===== config.mk =====
export PLATFORM = sky130hd
export DESIGN_NAME = ps2_device_link_transceiver_top
export DESIGN_NICKNAME = d
export VERILOG_FILES = /design/src/ps2dlt_pkg.sv /design/src/ps2_device_link_transceiver_top.sv
export VERILOG_INCLUDE_DIRS = /design/src /design/src/src
export SDC_FILE = /design/constraint.sdc
export NUM_CORES = 1
export LEC_CHECK = 0
export BUFFER_PORTS_ARGS = -buffer_cell sky130_fd_sc_hd__clkbuf_2
export CORE_UTILIZATION = 50
export CTS_BUF_LIST = sky130_fd_sc_hd__clkbuf_2
export DETAILED_ROUTE_END_ITERATION = 16
export GPL_ROUTABILITY_DRIVEN = 0
export PLACE_DENSITY_LB_ADDON = 0.25
export SLEW_MARGIN = 20
export SYNTH_ARGS = -nofsm -noshare
export SYNTH_HDL_FRONTEND = slang
export SYNTH_SLANG_ARGS = --single-unit

===== constraint.sdc =====
create_clock -name clk -period 15.5 [get_ports clk]
set_input_delay 1.55 -clock clk [delete_from_list [all_inputs] [get_ports clk]]
set_output_delay 1.55 -clock clk [all_outputs]
set_load 0.01 [all_outputs]

===== src/assert_macros.svh =====
// ----------------------------------------------------------------------------
// assert_macros.svh
// shared concurrent assertion macros, clocked on clk with synchronous rst_n
// ----------------------------------------------------------------------------
`ifndef ASSERT_MACROS_SVH
`define ASSERT_MACROS_SVH

// same-cycle implication
`define ASSERT_SAME(lbl, ante, cons) \
  lbl: assert property (@(posedge clk) disable iff (!rst_n) (ante) |-> (cons)) \
    else $error("assertion failed");

// next-cycle implication
`define ASSERT_NEXT(lbl, ante, cons) \
  lbl: assert property (@(posedge clk) disable iff (!rst_n) (ante) |=> (cons)) \
    else $error("assertion failed");

`endif


===== src/ps2dlt_pkg.sv =====
// ----------------------------------------------------------------------------
// ps2dlt_pkg
// types and constants of the ps/2 device-side link transceiver
// ----------------------------------------------------------------------------
package ps2dlt_pkg;

  localparam int CFG_W       = 16;
  localparam int TIMER_BITS_DEF = 16;
  localparam int IN_W        = 16;
  localparam int OUT_W       = 16;
  localparam int CFG_ADDR_W  = 2;

  localparam logic [CFG_W-1:0] RST_HALF     = 16'd20;
  localparam logic [CFG_W-1:0] RST_FULL     = 16'd40;
  localparam logic [CFG_W-1:0] RST_BYTEWAIT = 16'd50;
  localparam logic [CFG_W-1:0] RST_CLKWAIT  = 16'd750;

  localparam logic [CFG_ADDR_W-1:0] REG_HALF     = 2'd0;
  localparam logic [CFG_ADDR_W-1:0] REG_FULL     = 2'd1;
  localparam logic [CFG_ADDR_W-1:0] REG_BYTEWAIT = 2'd2;
  localparam logic [CFG_ADDR_W-1:0] REG_CLKWAIT  = 2'd3;

  localparam logic [1:0] ACT_SEND = 2'd1;
  localparam logic [1:0] ACT_POLL = 2'd2;

  localparam logic [3:0] STS_NONE   = 4'd0;
  localparam logic [3:0] STS_SENT   = 4'd1;
  localparam logic [3:0] STS_INHIB  = 4'd2;
  localparam logic [3:0] STS_HREQ   = 4'd3;
  localparam logic [3:0] STS_INTR   = 4'd4;
  localparam logic [3:0] STS_NOREQ  = 4'd5;
  localparam logic [3:0] STS_RECV   = 4'd6;
  localparam logic [3:0] STS_PERR   = 4'd7;
  localparam logic [3:0] STS_FRAME  = 4'd8;

  localparam logic [3:0] BIT_PARITY = 4'd9;
  localparam logic [3:0] BIT_STOP   = 4'd10;
  localparam logic [3:0] BIT_DATA8  = 4'd8;

  typedef enum logic [15:0] {
    ST_IDLE     = 16'h0001,
    ST_TX_PRE1  = 16'h0002,
    ST_TX_PRE2  = 16'h0004,
    ST_TX_SETUP = 16'h0008,
    ST_TX_LOW   = 16'h0010,
    ST_TX_HIGH  = 16'h0020,
    ST_PL_SETTLE= 16'h0040,
    ST_RD_SETTLE= 16'h0080,
    ST_RD_REL   = 16'h0100,
    ST_RD_FALL  = 16'h0200,
    ST_RD_GO    = 16'h0400,
    ST_RD_LOW   = 16'h0800,
    ST_RD_HIGH  = 16'h1000,
    ST_ST_LOW   = 16'h2000,
    ST_ST_HIGH  = 16'h4000,
    ST_ACK      = 16'h8000
  } state_t;

endpackage


===== src/ps2_device_link_transceiver_top.sv =====
// the result of an accepted request is written to the output register at the accepting clock edge
// throughput: one request per cycle while out_tready is high, set by the single-pass state update logic
// the output register frees in the cycle its result is taken, so no bubble
// reset: synchronous active-low rst_n clears control state and the output valid
// and loads the phase registers with 20, 40, 50 and 750 ticks
// ----------------------------------------------------------------------------
// ps2_device_link_transceiver_top
// device side of a ps/2 link, one request per microsecond tick
// ----------------------------------------------------------------------------
module ps2_device_link_transceiver_top
  import ps2dlt_pkg::*;
#(
  parameter int TIMER_BITS = TIMER_BITS_DEF
) (
  input  logic                  clk,
  input  logic                  rst_n,
  input  logic                  in_tvalid,
  output logic                  in_tready,
  input  logic [IN_W-1:0]       in_tdata,   // action[1:0] tx_byte[9:2] clk_level[10] dat_level[11]
  output logic                  out_tvalid,
  input  logic                  out_tready,
  output logic [OUT_W-1:0]      out_tdata,  // drive_clk_low[0] drive_dat_low[1] busy_res[2]
                                            // status[6:3] rx_byte[14:7]
  input  logic                  cfg_we,
  input  logic [CFG_ADDR_W-1:0] cfg_addr,
  input  logic [CFG_W-1:0]      cfg_wdata
);

`include "assert_macros.svh"

  localparam int CMP_W = ((TIMER_BITS > CFG_W) ? TIMER_BITS : CFG_W) + 1;
  localparam logic [CMP_W-1:0] TMAX = CMP_W'((64'(1) << TIMER_BITS) - 64'(1));

  logic [CFG_W-1:0] half_r, full_r, bwait_r, cwait_r;

  state_t                state_r, state_nxt;
  logic [TIMER_BITS-1:0] timer_r, timer_nxt;
  logic [3:0]            bitcnt_r, bitcnt_nxt;
  logic [7:0]            shreg_r, shreg_nxt;
  logic                  par_r, par_nxt;

  logic                  out_valid_r;
  logic [OUT_W-1:0]      out_data_r, out_data_nxt;

  logic       accept;
  logic [1:0] act;
  logic [7:0] txb;
  logic       lclk, ldat;
  logic [3:0] sts;
  logic [7:0] rx;
  logic       dclk, ddat, txbit;
  logic [CMP_W-1:0] t_ext, t_inc;

  function automatic logic [CMP_W-1:0] clamp(input logic [CFG_W-1:0] lim);
    logic [CMP_W-1:0] e;
    e = CMP_W'(lim);
    return (e > TMAX) ? TMAX : e;
  endfunction

  assign in_tready  = !out_valid_r || out_tready;
  assign accept     = in_tvalid && in_tready;
  assign out_tvalid = out_valid_r;
  assign out_tdata  = out_data_r;

  assign act   = in_tdata[1:0];
  assign txb   = in_tdata[9:2];
  assign lclk  = in_tdata[10];
  assign ldat  = in_tdata[11];
  assign t_ext = CMP_W'(timer_r);
  assign t_inc = t_ext + CMP_W'(1);

  always_comb begin
    logic [CFG_W-1:0] lim;
    logic             hit;
    state_nxt  = state_r;
    timer_nxt  = timer_r;
    bitcnt_nxt = bitcnt_r;
    shreg_nxt  = shreg_r;
    par_nxt    = par_r;
    sts        = STS_NONE;
    rx         = 8'd0;
    lim        = full_r;
    unique case (state_r)
      ST_TX_PRE1, ST_TX_SETUP, ST_TX_HIGH, ST_RD_REL: lim = half_r;
      ST_TX_PRE2: lim = bwait_r;
      default:    lim = full_r;
    endcase
    hit = (t_inc >= clamp(lim));
    if (state_r != ST_IDLE && state_r != ST_RD_FALL) begin
      timer_nxt = hit ? '0 : timer_r + TIMER_BITS'(1);
    end
    unique case (state_r)
      ST_IDLE: begin
        if (act == ACT_SEND) begin
          shreg_nxt = txb;
          par_nxt = 1'b1;
          bitcnt_nxt = 4'd0;
          state_nxt = ST_TX_PRE1;
          timer_nxt = '0;
        end else if (act == ACT_POLL) begin
          shreg_nxt = 8'd0;
          par_nxt = 1'b1;
          bitcnt_nxt = 4'd0;
          state_nxt = ST_PL_SETTLE;
          timer_nxt = '0;
        end
      end
      ST_TX_PRE1, ST_TX_PRE2: begin
        if (hit) begin
          if (!lclk) begin
            sts = STS_INHIB;
            state_nxt = ST_IDLE;
          end else if (!ldat) begin
            sts = STS_HREQ;
            state_nxt = ST_IDLE;
          end else if (state_r == ST_TX_PRE1) begin
            state_nxt = ST_TX_PRE2;
          end else begin
            bitcnt_nxt = 4'd0;
            state_nxt = ST_TX_SETUP;
          end
        end
      end
      ST_TX_SETUP: if (hit) state_nxt = ST_TX_LOW;
      ST_TX_LOW:   if (hit) state_nxt = ST_TX_HIGH;
      ST_TX_HIGH: begin
        if (hit) begin
          if (!lclk && bitcnt_r < BIT_STOP) begin
            sts = (bitcnt_r == 4'd0) ? STS_INHIB : STS_INTR;
            state_nxt = ST_IDLE;
          end else if (bitcnt_r >= BIT_STOP) begin
            sts = STS_SENT;
            state_nxt = ST_IDLE;
          end else begin
            if (bitcnt_r >= 4'd1 && bitcnt_r <= BIT_DATA8) begin
              par_nxt = par_r ^ shreg_r[0];
              shreg_nxt = {1'b0, shreg_r[7:1]};
            end
            bitcnt_nxt = bitcnt_r + 4'd1;
            state_nxt = ST_TX_SETUP;
          end
        end
      end
      ST_PL_SETTLE: begin
        if (hit) begin
          if (ldat && lclk) begin
            sts = STS_NOREQ;
            state_nxt = ST_IDLE;
          end else begin
            state_nxt = ST_RD_SETTLE;
          end
        end
      end
      ST_RD_SETTLE: if (hit) state_nxt = lclk ? ST_RD_FALL : ST_RD_REL;
      ST_RD_REL: begin
        if (hit && lclk) begin
          if (ldat) begin
            sts = STS_FRAME;
            state_nxt = ST_IDLE;
          end else begin
            state_nxt = ST_RD_GO;
          end
        end
      end
      ST_RD_FALL: begin
        if (!lclk || t_ext >= clamp(cwait_r)) begin
          timer_nxt = '0;
          if (ldat) begin
            sts = STS_FRAME;
            state_nxt = ST_IDLE;
          end else begin
            state_nxt = ST_RD_GO;
          end
        end else begin
          timer_nxt = timer_r + TIMER_BITS'(1);
        end
      end
      ST_RD_GO: begin
        if (hit) begin
          bitcnt_nxt = 4'd0;
          state_nxt = ST_RD_LOW;
        end
      end
      ST_RD_LOW: if (hit) state_nxt = ST_RD_HIGH;
      ST_RD_HIGH: begin
        if (hit) begin
          par_nxt = par_r ^ ldat;
          if (bitcnt_r < BIT_DATA8) begin
            shreg_nxt = {ldat, shreg_r[7:1]};
            bitcnt_nxt = bitcnt_r + 4'd1;
            state_nxt = ST_RD_LOW;
          end else begin
            state_nxt = ST_ST_LOW;
          end
        end
      end
      ST_ST_LOW:  if (hit) state_nxt = ST_ST_HIGH;
      ST_ST_HIGH: if (hit) state_nxt = ST_ACK;
      ST_ACK: begin
        if (hit) begin
          sts = par_r ? STS_PERR : STS_RECV;
          rx = shreg_r;
          state_nxt = ST_IDLE;
        end
      end
      default: begin
        state_nxt = ST_IDLE;
        timer_nxt = '0;
      end
    endcase
  end

  always_comb begin
    if (bitcnt_nxt == 4'd0) begin
      txbit = 1'b0;
    end else if (bitcnt_nxt <= BIT_DATA8) begin
      txbit = shreg_nxt[0];
    end else if (bitcnt_nxt == BIT_PARITY) begin
      txbit = par_nxt;
    end else begin
      txbit = 1'b1;
    end
    dclk = 1'b0;
    ddat = 1'b0;
    unique case (state_nxt)
      ST_TX_SETUP, ST_TX_HIGH: ddat = !txbit;
      ST_TX_LOW: begin
        ddat = !txbit;
        dclk = 1'b1;
      end
      ST_RD_LOW, ST_ST_LOW: dclk = 1'b1;
      ST_ACK: begin
        dclk = 1'b1;
        ddat = 1'b1;
      end
      default: ;
    endcase
    out_data_nxt = {1'b0, rx, sts, (state_nxt != ST_IDLE), ddat, dclk};
  end

  always_ff @(posedge clk) begin
    if (!rst_n) begin
      half_r  <= RST_HALF;
      full_r  <= RST_FULL;
      bwait_r <= RST_BYTEWAIT;
      cwait_r <= RST_CLKWAIT;
    end else if (cfg_we) begin
      unique case (cfg_addr)
        REG_HALF:     half_r  <= cfg_wdata;
        REG_FULL:     full_r  <= cfg_wdata;
        REG_BYTEWAIT: bwait_r <= cfg_wdata;
        REG_CLKWAIT:  cwait_r <= cfg_wdata;
        default: ;
      endcase
    end
  end

  always_ff @(posedge clk) begin
    if (!rst_n) begin
      state_r     <= ST_IDLE;
      timer_r     <= '0;
      bitcnt_r    <= 4'd0;
      shreg_r     <= 8'd0;
      par_r       <= 1'b1;
      out_valid_r <= 1'b0;
    end else begin
      if (accept) begin
        state_r  <= state_nxt;
        timer_r  <= timer_nxt;
        bitcnt_r <= bitcnt_nxt;
        shreg_r  <= shreg_nxt;
        par_r    <= par_nxt;
      end
      if (accept) begin
        out_valid_r <= 1'b1;
      end else if (out_tready) begin
        out_valid_r <= 1'b0;
      end
    end
  end

  always_ff @(posedge clk) begin
    if (accept) begin
      out_data_r <= out_data_nxt;
    end
  end

  `ASSERT_SAME(a_status_ends_op, out_valid_r && (out_data_r[6:3] != STS_NONE), !out_data_r[2])
  `ASSERT_SAME(a_clk_drive_busy, out_valid_r && out_data_r[0], out_data_r[2])
  `ASSERT_SAME(a_bitcnt_range, 1'b1, bitcnt_r <= BIT_STOP)
  `ASSERT_NEXT(a_poll_starts, accept && (state_r == ST_IDLE) && (act == ACT_POLL),
               out_valid_r && out_data_r[2] && (state_r == ST_PL_SETTLE))

endmodule

Word level (Yosys, flattened, before mapping)
Cells that the tools add are included.
Storage, ports and cells
  register bits after elaboration: 125
  input bits: 39
  output and inout bits: 18
  word-level logic and storage cells: 176
Operators by class
  add/sub/neg operators: 3
  order comparisons: 8
  equal/unequal tests: 38
  multiplexer cells: 85
  bitwise operators: 2
  reductions and logical operators: 27
Operator list (number)
  two-way mux 16 bit: 21
  one-hot mux 16 bit (15 select lines): 1
  two-way mux 4 bit: 20
  two-way mux 8 bit: 9
  one-hot mux 16 bit (3 select lines): 1
  equality test 16 x 12 -> 1 bit (second input constant): 2
  equality test 16 x 14 -> 1 bit (second input constant): 2
  equality test 16 bit (second input constant): 2
  equality test 16 x 4 -> 1 bit (second input constant): 2
  equality test 16 x 5 -> 1 bit (second input constant): 2
  equality test 16 x 6 -> 1 bit (second input constant): 2
  != test 16 x 1 -> 1 bit (second input constant): 2
  one-hot mux 16 bit (2 select lines): 1
  one-hot mux 4 bit (6 select lines): 1
  one-hot mux 8 bit (3 select lines): 1
  one-hot mux 4 bit (5 select lines): 1
  two-way mux 3 bit: 6
  adder 16 x 1 -> 17 bit (second input constant): 1
  >= comparator 17 x 16 -> 1 bit: 1
  adder 16 x 1 -> 16 bit (second input constant): 1
  equality test 16 x 1 -> 1 bit (second input constant): 1
  equality test 16 x 10 -> 1 bit (second input constant): 1
  equality test 16 x 11 -> 1 bit (second input constant): 1
  equality test 16 x 13 -> 1 bit (second input constant): 1
  39 further kinds: 80

Longest topological paths before layout
  depth in word-level cells: 12
  mapped depth: 22
  gate-level depth less buffers: 18

Worst setup path before layout
OpenSTA, ideal clock, no wires.
  path kind: register -> register
  start point: reg state_r[12]
  end point: reg out_data_r[0], in the netlist out_tdata[0] (data pin)
  setup time: 0.279 ns
  data arrival time: 4.613 ns
  data required time: 15.221 ns
  path slack: 10.608 ns
  cell stages (with the launch flop): 18
  buffers on the path: 2
  period minus slack after synthesis: 4.892 ns
  cells stage by stage: dfxtp_1 -> clkbuf_1 -> or4_1 -> nor3_1 -> nand4b_1 -> nand4b_1 -> clkbuf_1 -> a22o_1 -> a21oi_1 -> ha_1 -> nand2_1 -> or3_1 -> a21boi_1 -> o21ai_0 -> a21o_1 -> o22ai_1 -> nand2_1 -> or4b_2
On the way
  longest elaborated chain between the ends: 10
  elaborated cells on any way between the ends: 47
  those cells by class: order compare: 1; eq/ne: 20; mux: 22; reduce/logical: 4
RTL lines
  start, declared: line ps2_device_link_transceiver_top.sv:36  | state_t state_r, state_nxt;
  start signal, assigned: line ps2_device_link_transceiver_top.sv:268  | state_r <= state_nxt;
  equality test 16 x 2 -> 1 bit (tied with other cells): line ps2_device_link_transceiver_top.sv:83, ps2_device_link_transceiver_top.sv:92, ps2_device_link_transceiver_top.sv:116
  OR reduction 4 bit: line ps2_device_link_transceiver_top.sv:83  | unique case (state_r)
  one-hot mux 16 bit (2 select lines): line ps2_device_link_transceiver_top.sv:83
  >= comparator 17 x 16 -> 1 bit: line ps2_device_link_transceiver_top.sv:88  | hit = (t_inc >= clamp(lim));
  logical AND 1 bit: line ps2_device_link_transceiver_top.sv:156  | if (hit && lclk) begin
  two-way mux 16 bit: line ps2_device_link_transceiver_top.sv:156
  one-hot mux 16 bit (15 select lines) *: line ps2_device_link_transceiver_top.sv:92  | unique case (state_r)
  equality test 16 bit (tied with other cells): line ps2_device_link_transceiver_top.sv:225  | unique case (state_nxt)
  OR reduction 4 bit (no line) *
  two-way mux 1 bit *: line ps2_device_link_transceiver_top.sv:225
  net dclk: line ps2_device_link_transceiver_top.sv:51  | logic dclk, ddat, txbit;
  end signal, assigned: line ps2_device_link_transceiver_top.sv:284  | out_data_r <= out_data_nxt;
  end, declared: line ps2_device_link_transceiver_top.sv:43  | logic [OUT_W-1:0] out_data_r, out_data_nxt;
Mark *: on every way through the listed nets, which the timed path passes. The rest lies on a longest branch.
A chain may end at the register's enable or synchronous reset.

Worst setup path in the final report
  start point: reg state_r[15]
  end point: reg out_data_r[0], in the netlist out_tdata[0] (data pin)
The elaborated chain is that of the path after synthesis.

==> metrics <==
TritonCTS clock tree yes; mapped cell area roughly 7700 um^2; drt first pass iters 5; cts hold-fix bufs 0; DP HPWL 13.9 mm; Final min period ~6200 ps; DR vias around 7100; Adder-Cell Fraction of Synth Area ~6.8%; syn nets 1046; post-cts sizing count 0; initial DRC count 827; maximum capacitance violations 0; Fin Clk Skew 43.0 ps; Most used DFF post-synth dfxtp_1; critical path endpoint category register; Critical Path Source Type register; Mapped Cells about 970; Chip Height 126 um; # DRC 0; Worst Path Arrival 6720 ps; Post-synth top cells nand2_1 (177), dfxtp_1 (110), nor2_1 (58); port bufs between 50 and 60; LEAKAGE around 3.4 nW; Initial Util between 50 and 60%; Mapped Avg Cell Area between 8 and 9 um^2; EDFF count, synth 15; multiplexer share of the synthesized area less than 1%; GRT overflow 0; die area around 16000 um^2; #FFs+latches synth between 100 and 150; Routed Antenna Nets 0; Ys Warns 0; fin nets roughly 1100; register area share after synthesis 34.3%; root buffer cell clkbuf_2; Final Util 54.4%; Synth async-reset ratio 0%; status finished clean; RSZ-0062 raised after global routing no; vias in the first global route between 6000 and 7000; layout cells sized above 1 11.4%; Total GRT Usage about a quarter; pin slew with the least headroom to its limit between 1000 and 1500 ps; largest family of logic cells by synthesized area simple AND/OR/NAND/NOR gates; sum of negative setup slack 0 ps; Avg Vias per Cell about 6.0; Hold Path Class reg -> reg; Power Density 78.3 nW/um^2; Rows 45; f_max 160 MHz; Synth-to-Final Area Change 6.69%; Final Cycle Share about 40%; Placeable Area 15100 um^2; IR drop worst, VDD between 60 and 70 uV; post-synth cell types 79; Slew HR between 20% and 30%; Worst-path clk slew 200 ps; post-CTS setup buffer count 0; Slew Viols, Final 0; Finish-stage setup viols 0; Routed WL 19.8 mm; Routed WL per cell about 17 um; Synth area leaders dfxtp_1 (29%), nand2_1 (8.6%), ha_1 (6.8%); H-tree depth 4; Crit path required time around 16000 ps; Sink Count about 130; simple-gate area share of the yosys netlist 28.4%; final-report hold violation count 0; post-synth top area cell dfxtp_1; first-pass GRT wire length around 33 mm; CTS buffer count 17; DIE WIDTH roughly 130 um; initial antenna violation count 1; complex-gate fraction of the synthesized area around 23%; Worst-Skew Late Latency approximately 740 ps; post-synthesis xor/xnor area fraction roughly 2.3%; pin count of the biggest net entering global routing approximately 110; most frequent cell after synthesis nand2_1; num ports 57; Crit Path Category reg -> reg; Max FO, Critical Path 17; clock buffer depth 2; post-synth top area share around 29%
==> layout make-up <==
class / instances / area [um^2]
tap: 188 / 235
clock inverter: 15 / 159
antenna: 1 / 2.50
clock buffer: 17 / 85.1
fill: 1467 / 6910
multi-input combinational: 745 / 4690
sequential: 125 / 2650
inverter: 32 / 120
timing repair buffer: 57 / 300
==> cells by family (layout without fill, tap and decap cells) <==
family	count (synthesis)	in the layout
and+or+nand+nor	426	426
AOI/OAI and AO/OA	253	253
DFF	125	125
buffers and inverters	95	121
adders and majority gates	42	42
xor gates and xnor gates	20	20
muxes	3	3
other	1	2
==> metal layers <==
metal / up-vias / track usage [%] / part of all wire, %
li1: 3507 / - / -
met1: 3293 / 34.1 / 45
met2: 257 / 41.5 / 46
met3: 40 / 5.31 / 6.2
met4: 0 / 9.78 / 2.6
met5: - / 0 / 0
==> sequential cells by signal, indices dropped and copies added (netlist names) <==
| name | flops |
|---|---|
| par_r | 1 |
| timer_r | 16 |
| bitcnt_r | 4 |
| state_r | 16 |
| shreg_r | 8 |
| out_tvalid | 1 |
| out_tdata | 15 |
| half_r | 16 |
| cwait_r | 16 |
| full_r | 16 |
| bwait_r | 16 |
==> critical path, cell delays in order (launching register included) <==
cell,delay [ps]
dfxtp_1,460
nor4_2,720
nand3_1,270
nor4_1,440
nand4b_1,220
buf_4,270
nor2_1,270
nand2_1,150
nand2_1,60
ha_1,270
nor2b_1,40
o21ai_0,200
a41oi_1,250
a21boi_1,600
o21ai_0,360
a21o_1,330
nor3_1,190
o21ai_0,170
or4b_2,690
==> power by group <==
| part | leakage, nW | internal, mW | switching, mW |
|---|---|---|---|
| sequential | 1.05 | 0.338 | 0.00807 |
| clock | 0.147 | 0.0767 | 0.138 |
| combinational | 2.16 | 0.0302 | 0.0537 |
| total | 3.35 | 0.445 | 0.200 |
==> per-stage QoR <==
stage               cells  hold WS, ps  setup slack (ps)  total power [mW]  area, um^2
CTS                  1179          483              9400             0.649        8240
finish               1180          481              9260             0.645        8240
floorplan             965          441             10610             0.409        7720
global route         1180          503              8950             0.675        8240
global placement     1147          451              9480             0.434        7990
detailed placement   1147          457              9460             0.435        7990
==> worst paths after layout <==
path / from / end / slack (ps) / cells after the start
hold reg to reg: cwait_r[11] / cwait_r[11] / 480 / 2
hold / removal: cwait_r[11] / cwait_r[11] / 480 / 2
setup / recovery: state_r[15] / out_tdata[0] / 9260 / 18
setup reg to reg: state_r[15] / out_tdata[0] / 9260 / 18
==> cells in the final DEF (no fill, tap or decap), types with 19 or more instances in the layout <==
master | Yosys | routed
nand2_1 | 177 | 177
dfxtp_1 | 110 | 110
nand3_1 | 28 | 28
ha_1 | 42 | 42
clkbuf_2 | 0 | 67
a21boi_0 | 55 | 55
and3_1 | 19 | 19
nor2_1 | 58 | 58
o21ai_0 | 41 | 41
a21oi_1 | 49 | 49
inv_1 | 31 | 31
a22oi_1 | 25 | 25
nor2b_1 | 28 | 28
Power figures use the tool's default switching activity.
